<file path="config.mk">
export PLATFORM = sky130hd
export DESIGN_NAME = index_exchange_sort
export DESIGN_NICKNAME = d
export VERILOG_FILES = /design/src/sv/iesort_pkg.sv /design/src/sv/iesort_ram.sv /design/src/sv/index_exchange_sort.sv
export SDC_FILE = /design/constraint.sdc
export NUM_CORES = 2
export LEC_CHECK = 0
export BUFFER_PORTS_ARGS = -buffer_cell sky130_fd_sc_hd__buf_2
export CAP_MARGIN = 10
export CORE_UTILIZATION = 57
export CTS_CLUSTER_DIAMETER = 30
export DETAILED_ROUTE_END_ITERATION = 7
export MAX_ROUTING_LAYER = met4
export PLACE_DENSITY_LB_ADDON = 0.08
export SLEW_MARGIN = 20
export SYNTH_ARGS = -nofsm -noshare
export SYNTH_HDL_FRONTEND = slang
export SYNTH_SLANG_ARGS = --single-unit
</file>
<file path="constraint.sdc">
create_clock -name clk -period 3.1 [get_ports clk]
set_input_delay 0.62 -clock clk [delete_from_list [all_inputs] [get_ports clk]]
set_output_delay 0.62 -clock clk [all_outputs]
set_load 0.1 [all_outputs]
</file>
<file path="src/sv/iesort_pkg.sv">
// Shared types and fixed field widths of the index exchange sort.
// No dependencies.
package iesort_pkg;

  localparam int VAL_W = 16;
  localparam int POS_W = 6;

  typedef logic signed [VAL_W-1:0] value_t;
  typedef logic [POS_W-1:0]        pos_t;

endpackage

</file>
<file path="src/sv/iesort_ram.sv">
// Generic single-port-write, single-port-read synchronous RAM with registered reads.
// No dependencies.
module iesort_ram #(
  parameter int WIDTH = 16,
  parameter int DEPTH = 64,
  parameter int AW    = $clog2(DEPTH)
) (
  input  logic             clk,
  input  logic             we,
  input  logic [AW-1:0]    wa,
  input  logic [WIDTH-1:0] wd,
  input  logic             re,
  input  logic [AW-1:0]    ra,
  output logic [WIDTH-1:0] rd
);

  logic [WIDTH-1:0] mem [DEPTH];

  always_ff @(posedge clk) begin
    if (we) begin
      mem[wa] <= wd;
    end
  end

  // Read data holds until the next read is issued.
  always_ff @(posedge clk) begin
    if (re) begin
      rd <= mem[ra];
    end
  end

endmodule

</file>
<file path="src/sv/index_exchange_sort.sv">
// Index exchange sort: one word is loaded per cycle while in_stall is low; after the final
// word each outer pass fetches the head entry, scans the later positions through the single
// order-list port that feeds one compare per cycle, then drains the compare pipeline.
// Results then leave one word at a time (order read, value read, output register).
// Reset is synchronous, active high: it clears the control state and the output valid;
// the two memories are not cleared, and only entries loaded for the current set are read.
module index_exchange_sort #(
  parameter int MAX_ITEMS = 64
) (
  input  logic                 clk,
  input  logic                 rst,
  input  iesort_pkg::value_t   sample_value,
  input  logic                 is_final,
  input  logic                 in_valid,
  output logic                 in_stall,
  output iesort_pkg::pos_t     original_position,
  output iesort_pkg::value_t   sorted_value,
  output logic                 run_end,
  output logic                 out_valid,
  input  logic                 out_stall
);

  // Index width into the stores, and count width that can hold MAX_ITEMS itself.
  localparam int IW = $clog2(MAX_ITEMS);
  localparam int CW = $clog2(MAX_ITEMS + 1);

  // The controller walks through load, sort and emit phases. Each outer pass of the
  // exchange sort fetches the head entry (order read, then value read), then streams
  // the later positions through a two-stage read pipeline into a single compare.
  typedef enum logic [3:0] {
    ST_LOAD,
    ST_HEAD_RD,
    ST_HEAD_IDX,
    ST_HEAD_VAL,
    ST_SCAN,
    ST_DRAIN,
    ST_WRHEAD,
    ST_EMIT_RD,
    ST_EMIT_IDX,
    ST_EMIT_OUT
  } state_t;

  state_t state;

  logic [CW-1:0] cnt;       // words loaded into the current set
  logic [CW-1:0] n;         // size of the set being sorted and emitted
  logic [IW-1:0] pos;       // outer position of the exchange sort
  logic [IW-1:0] lst;       // next later position to issue
  logic [IW-1:0] k;         // rank being emitted
  logic [IW-1:0] cur_idx;   // index currently held for position pos
  iesort_pkg::value_t cur_val;  // value that cur_idx points at
  logic [IW-1:0] emit_idx;

  // Compare pipeline: stage 1 has the order word, stage 2 has the value word.
  logic          s1_v, s2_v;
  logic [IW-1:0] s1_l, s2_l, s2_idx;

  // Memory ports.
  logic          ord_we, ord_re, val_we, val_re;
  logic [IW-1:0] ord_wa, ord_wd, ord_ra, ord_rd, val_wa, val_ra;
  iesort_pkg::value_t val_wd, val_rd;

  logic in_acc, has_room, swap, out_free, emit_last;
  logic [CW-1:0] n_load;

  assign in_stall = (state != ST_LOAD);
  assign in_acc   = in_valid && !in_stall;
  assign has_room = (cnt < CW'(MAX_ITEMS));
  // A full set drops the word, but a dropped final word still starts the sort.
  assign n_load   = has_room ? cnt + CW'(1) : cnt;

  // Strictly greater: equal values are never exchanged.
  assign swap      = s2_v && (cur_val > val_rd);
  assign out_free  = !out_valid || !out_stall;
  assign emit_last = (CW'(k) == n - CW'(1));

  // Value store: written on load, read for the head, the pipeline and emission.
  assign val_we = in_acc && has_room;
  assign val_wa = cnt[IW-1:0];
  assign val_wd = sample_value;

  always_comb begin
    val_re = 1'b0;
    val_ra = ord_rd;
    if (state == ST_HEAD_IDX || state == ST_EMIT_IDX || s1_v) begin
      val_re = 1'b1;
    end
  end

  // Order list: the load, a swap in the compare stage and the head write-back never
  // fall in the same cycle, so one write port serves all three.
  always_comb begin
    ord_we = 1'b0;
    ord_wa = cnt[IW-1:0];
    ord_wd = cnt[IW-1:0];
    if (in_acc && has_room) begin
      ord_we = 1'b1;
    end else if (swap) begin
      ord_we = 1'b1;
      ord_wa = s2_l;
      ord_wd = cur_idx;
    end else if (state == ST_WRHEAD) begin
      ord_we = 1'b1;
      ord_wa = pos;
      ord_wd = cur_idx;
    end
  end

  always_comb begin
    ord_re = 1'b0;
    ord_ra = lst;
    case (state)
      ST_HEAD_RD: begin
        ord_re = 1'b1;
        ord_ra = pos;
      end
      ST_SCAN: begin
        ord_re = 1'b1;
        ord_ra = lst;
      end
      ST_EMIT_RD: begin
        ord_re = 1'b1;
        ord_ra = k;
      end
      default: begin
        ord_re = 1'b0;
      end
    endcase
  end

  iesort_ram #(
    .WIDTH (iesort_pkg::VAL_W),
    .DEPTH (MAX_ITEMS)
  ) u_val_ram (
    .clk (clk),
    .we  (val_we),
    .wa  (val_wa),
    .wd  (val_wd),
    .re  (val_re),
    .ra  (val_ra),
    .rd  (val_rd)
  );

  iesort_ram #(
    .WIDTH (IW),
    .DEPTH (MAX_ITEMS)
  ) u_ord_ram (
    .clk (clk),
    .we  (ord_we),
    .wa  (ord_wa),
    .wd  (ord_wd),
    .re  (ord_re),
    .ra  (ord_ra),
    .rd  (ord_rd)
  );

  // Pipeline payload needs no reset.
  always_ff @(posedge clk) begin
    s1_l   <= lst;
    s2_l   <= s1_l;
    s2_idx <= ord_rd;
  end

  always_ff @(posedge clk) begin
    if (rst) begin
      state     <= ST_LOAD;
      cnt       <= '0;
      s1_v      <= 1'b0;
      s2_v      <= 1'b0;
      out_valid <= 1'b0;
    end else begin
      s1_v <= (state == ST_SCAN);
      s2_v <= s1_v;

      // A taken word clears valid unless the emit stage loads the next one.
      if (out_valid && !out_stall && state != ST_EMIT_OUT) begin
        out_valid <= 1'b0;
      end

      // A swap moves the later index into the head slot held in registers.
      if (swap) begin
        cur_idx <= s2_idx;
        cur_val <= val_rd;
      end

      case (state)
        ST_LOAD: begin
          if (in_acc) begin
            if (has_room) begin
              cnt <= cnt + CW'(1);
            end
            if (is_final) begin
              n   <= n_load;
              pos <= '0;
              k   <= '0;
              state <= (n_load == CW'(1)) ? ST_EMIT_RD : ST_HEAD_RD;
            end
          end
        end
        ST_HEAD_RD: begin
          lst   <= pos + IW'(1);
          state <= ST_HEAD_IDX;
        end
        ST_HEAD_IDX: begin
          cur_idx <= ord_rd;
          state   <= ST_HEAD_VAL;
        end
        ST_HEAD_VAL: begin
          cur_val <= val_rd;
          state   <= ST_SCAN;
        end
        ST_SCAN: begin
          if (CW'(lst) == n - CW'(1)) begin
            state <= ST_DRAIN;
          end else begin
            lst <= lst + IW'(1);
          end
        end
        ST_DRAIN: begin
          // The last compare of the pass has finished once both stages are empty.
          if (!s1_v && !s2_v) begin
            state <= ST_WRHEAD;
          end
        end
        ST_WRHEAD: begin
          if (CW'(pos) + CW'(2) < n) begin
            pos   <= pos + IW'(1);
            state <= ST_HEAD_RD;
          end else begin
            k     <= '0;
            state <= ST_EMIT_RD;
          end
        end
        ST_EMIT_RD: begin
          state <= ST_EMIT_IDX;
        end
        ST_EMIT_IDX: begin
          emit_idx <= ord_rd;
          state    <= ST_EMIT_OUT;
        end
        ST_EMIT_OUT: begin
          // The value word holds while no new read is issued, so this can wait.
          if (out_free) begin
            out_valid         <= 1'b1;
            original_position <= iesort_pkg::POS_W'(emit_idx);
            sorted_value      <= val_rd;
            run_end           <= emit_last;
            if (emit_last) begin
              cnt   <= '0;
              state <= ST_LOAD;
            end else begin
              k     <= k + IW'(1);
              state <= ST_EMIT_RD;
            end
          end
        end
        default: begin
          state <= ST_LOAD;
        end
      endcase
    end
  end

endmodule

</file>
==> qor.yml <==
grt_pass1_vias: 33400
viasPerCell: 6.19
grt_antenna_before_repair: 10
cts.htree.levels: 5
final_common_cell: "edfxtp_1"
final_cell_area_sq_um: 76700
internal-power_mw: 54.2
maxCapViolations: 0
period_needed_ps: 3300
start_kind: "flip-flop"
grt_usage: 0.298
cts_tree: "done"
syn_area_sq_um: 61000
drive_gt1_frac: 0.369
die_width_um: 329
drt_iter0_markers: 3418
synth_cells: 2997
synth_edf_count: 1506
vias: 32100
vdd_drop_max_v: 0.000815
multi_input_area_sq_um: 14900
crit_required_ps: 3630
violations: "DRC, setup timing"
drc: 4
yosysSeqAreaShare: 0.751
status: "finished, violations left"
gp_congestion: 0.898
pwr-share-clk: 0.410
grt_first_pass_wirelength_mm: 223
io_pins: 46
final_cell_mix: "edfxtp_1, mux4_2, clkbuf_16"
p_per_area_nw_per_um2: 997
numCtsBuffers: 299
final-seq-area_sq_um: 45900
totalWireLength_mm: 153
clock-sinks: 1538
postLayoutCoreUtil: 0.725
core_area_sq_um: 106000
cp-end-kind: "flip-flop"
synthFlopType: "edfxtp_1"
dieArea_sq_um: 108000
postCtsHoldBufs: 0
clock-skew-final_ps: 59.5
overflow: 0
portBuffers: 45
async_reset_ff_frac: 0
min_period_over_period: 1.06
hold_viol_final: 0
switching_share: 0.291
synth_cell_types: 71
clk_pin_slew_ps: 50
rsz0062_at_grt: "yes"
rows: 119
ys_ff_latch: 1538
synth_fp_nets: 3046
cts_root_buf: "clkbuf_16"
dp_hpwl_mm: 93.5
clockBufferDepth: 4
dpl_cell_area_sq_um: 65800
max_freq_ghz: 0.303
grt_max_degree: 65
start_util: 0.577
p_comb_frac: 0.271
ys_warn_count: 0
final_nets: 3620
seq_power_share: 0.318
worst_pin_slew_ps: 1080
worst-path-max-fanout: 8
hp-class: "primary input to flip-flop"
finalWorstSetupSlack_ps: -198
fill_cells: 6222
power_leakage_nw: 26.2
crit_type: "flip-flop to flip-flop"
syn_avg_cell_area_sq_um: 20.4
setup_viol: 641
slew_viol_final: 0
clk_latency_ps: 870
ant_nets: 0
die_height_um: 329
crit_arrival_ps: 3830
wl_per_cell_um: 29.5
p_switching_mw: 22.2
firstDrtPassIters: 7
slew_headroom: 0.283
syn_to_final_growth_pct: 25.6
-- layer usage --
layer,track usage,routed length [um]
met5,-,0
met4,0.0992,4360
met3,0.0452,9160
met2,0.483,78600
met1,0.390,61200
-- synthesized netlist by cell type, types with 5 or more instances --
cell,count,share of area
edfxtp_1,1506,0.74
mux4_2,336,0.12
mux2i_1,200,0.033
nor2_1,186,0.011
nand2_1,82,0.0050
clkbuf_1,76,0.0047
nand3_1,51,0.0042
mux2_2,49,0.0090
a21oi_1,40,0.0033
inv_1,39,0.0024
buf_2,37,0.0030
dfxtp_1,32,0.010
ha_1,28,0.0057
o22ai_1,27,0.0028
o21ai_0,19,0.0016
xnor2_1,19,0.0027
xor2_1,18,0.0026
a211oi_1,16,0.0020
buf_4,15,0.0018
buf_6,14,0.0026
nand2b_1,14,0.0014
nor2b_1,14,0.0014
a22oi_1,12,0.0015
nor3_1,12,0.00098
buf_1,11,0.00068
nand4_1,10,0.0010
nor4_1,10,0.0010
and2_1,9,0.00092
nand3_2,9,0.0015
a21o_1,7,0.00086
a31oi_1,7,0.00072
and3_1,7,0.00072
and4_1,7,0.0010
o22a_1,7,0.0010
o2bb2ai_1,6,0.00086
o211ai_2,5,0.0010
o221ai_2,5,0.0012
or3_1,5,0.00051
-- repair_timing --
action,in CTS,in global routing
pin swaps,17,30
cloned,1,0
endpoints found under the hold margin,0,0
setup endpoints to repair,952,1172
setup buffers,7,14
gates resized for setup,65,121
-- critical path, stage by stage, from the launching register on --
cell	delay (ps)
edfxtp_1	410
inv_2	90
ha_1	240
nand4_1	220
o41ai_4	140
or3_1	410
a31o_4	230
and2_4	190
o211ai_1	220
buf_4	210
buf_6	110
nand3_4	190
nor2_1	160
buf_4	160
-- area by class of cell --
cell class	instances	share of cell area
clock inverter	197	0.0292
antenna	1	0.0000326
sequential	1538	0.598
multi-input combinational	1267	0.194
inverter	40	0.00196
clock buffer	331	0.100
tap	1391	0.0227
timing repair buffer	425	0.0533
-- power by group through the flow --
stage / clock network (mW) / registers [mW] / logic (mW)
2_1_floorplan: 0 / 24.5 / 12.5
3_3_place_gp: 0 / 24.7 / 20.0
3_5_place_dp: 0 / 24.7 / 20.3
4_1_cts: 31.7 / 24.3 / 20.6
5_1_grt: 32.7 / 24.4 / 21.7
6_report: 31.4 / 24.3 / 20.7
-- sequential cells by signal, summed over array words and instances, names as in the netlist, 7 cells and up --
| register | flops |
|---|---|
| u_val_ram.mem | 1024 |
| u_ord_ram.mem | 384 |
| cur_val | 16 |
| sorted_value | 16 |
| u_val_ram.rd | 16 |
| cnt | 7 |
| n | 7 |
-- stage by stage --
stage | TNS (ps) | cells | hold slack, ps | setup slack, ps | total power [mW]
global route | -177660 | 5190 | 217 | -342 | 78.8
floorplan | -4720 | 2997 | 310 | -46.8 | 37.0
CTS | -30290 | 5177 | 180 | -115 | 76.7
global placement | -72170 | 4645 | 322 | -255 | 44.7
detailed placement | -135930 | 4645 | 317 | -383 | 45.0
finish | -55060 | 5190 | 219 | -198 | 76.4
-- path summary, 6_finish.rpt --
kind | startpoint | endpoint | slack, ps | cells after the start
worst max-delay path | u_val_ram.rd[4] | u_ord_ram.mem[15][5] | -200 | 13
worst min-delay path | rst | cnt[1] | 220 | 2
worst max register to register | u_val_ram.rd[4] | u_ord_ram.mem[15][5] | -200 | 13
worst min register to register | s1_l[0] | s2_l[0] | 330 | 0
-- kinds of logic (layout without fill, tap and decap cells) --
group | Yosys count | in the layout | synth area share
xor+xnor | 38 | 38 | 0.00568
compound gates | 178 | 178 | 0.0213
mux | 585 | 585 | 0.166
fa+ha+maj | 28 | 28 | 0.00574
buf+inv | 193 | 993 | 0.0153
other cells | 0 | 1 | 0
simple gates | 437 | 438 | 0.0348
flops | 1538 | 1538 | 0.751
Power figures use the tool's default switching activity.
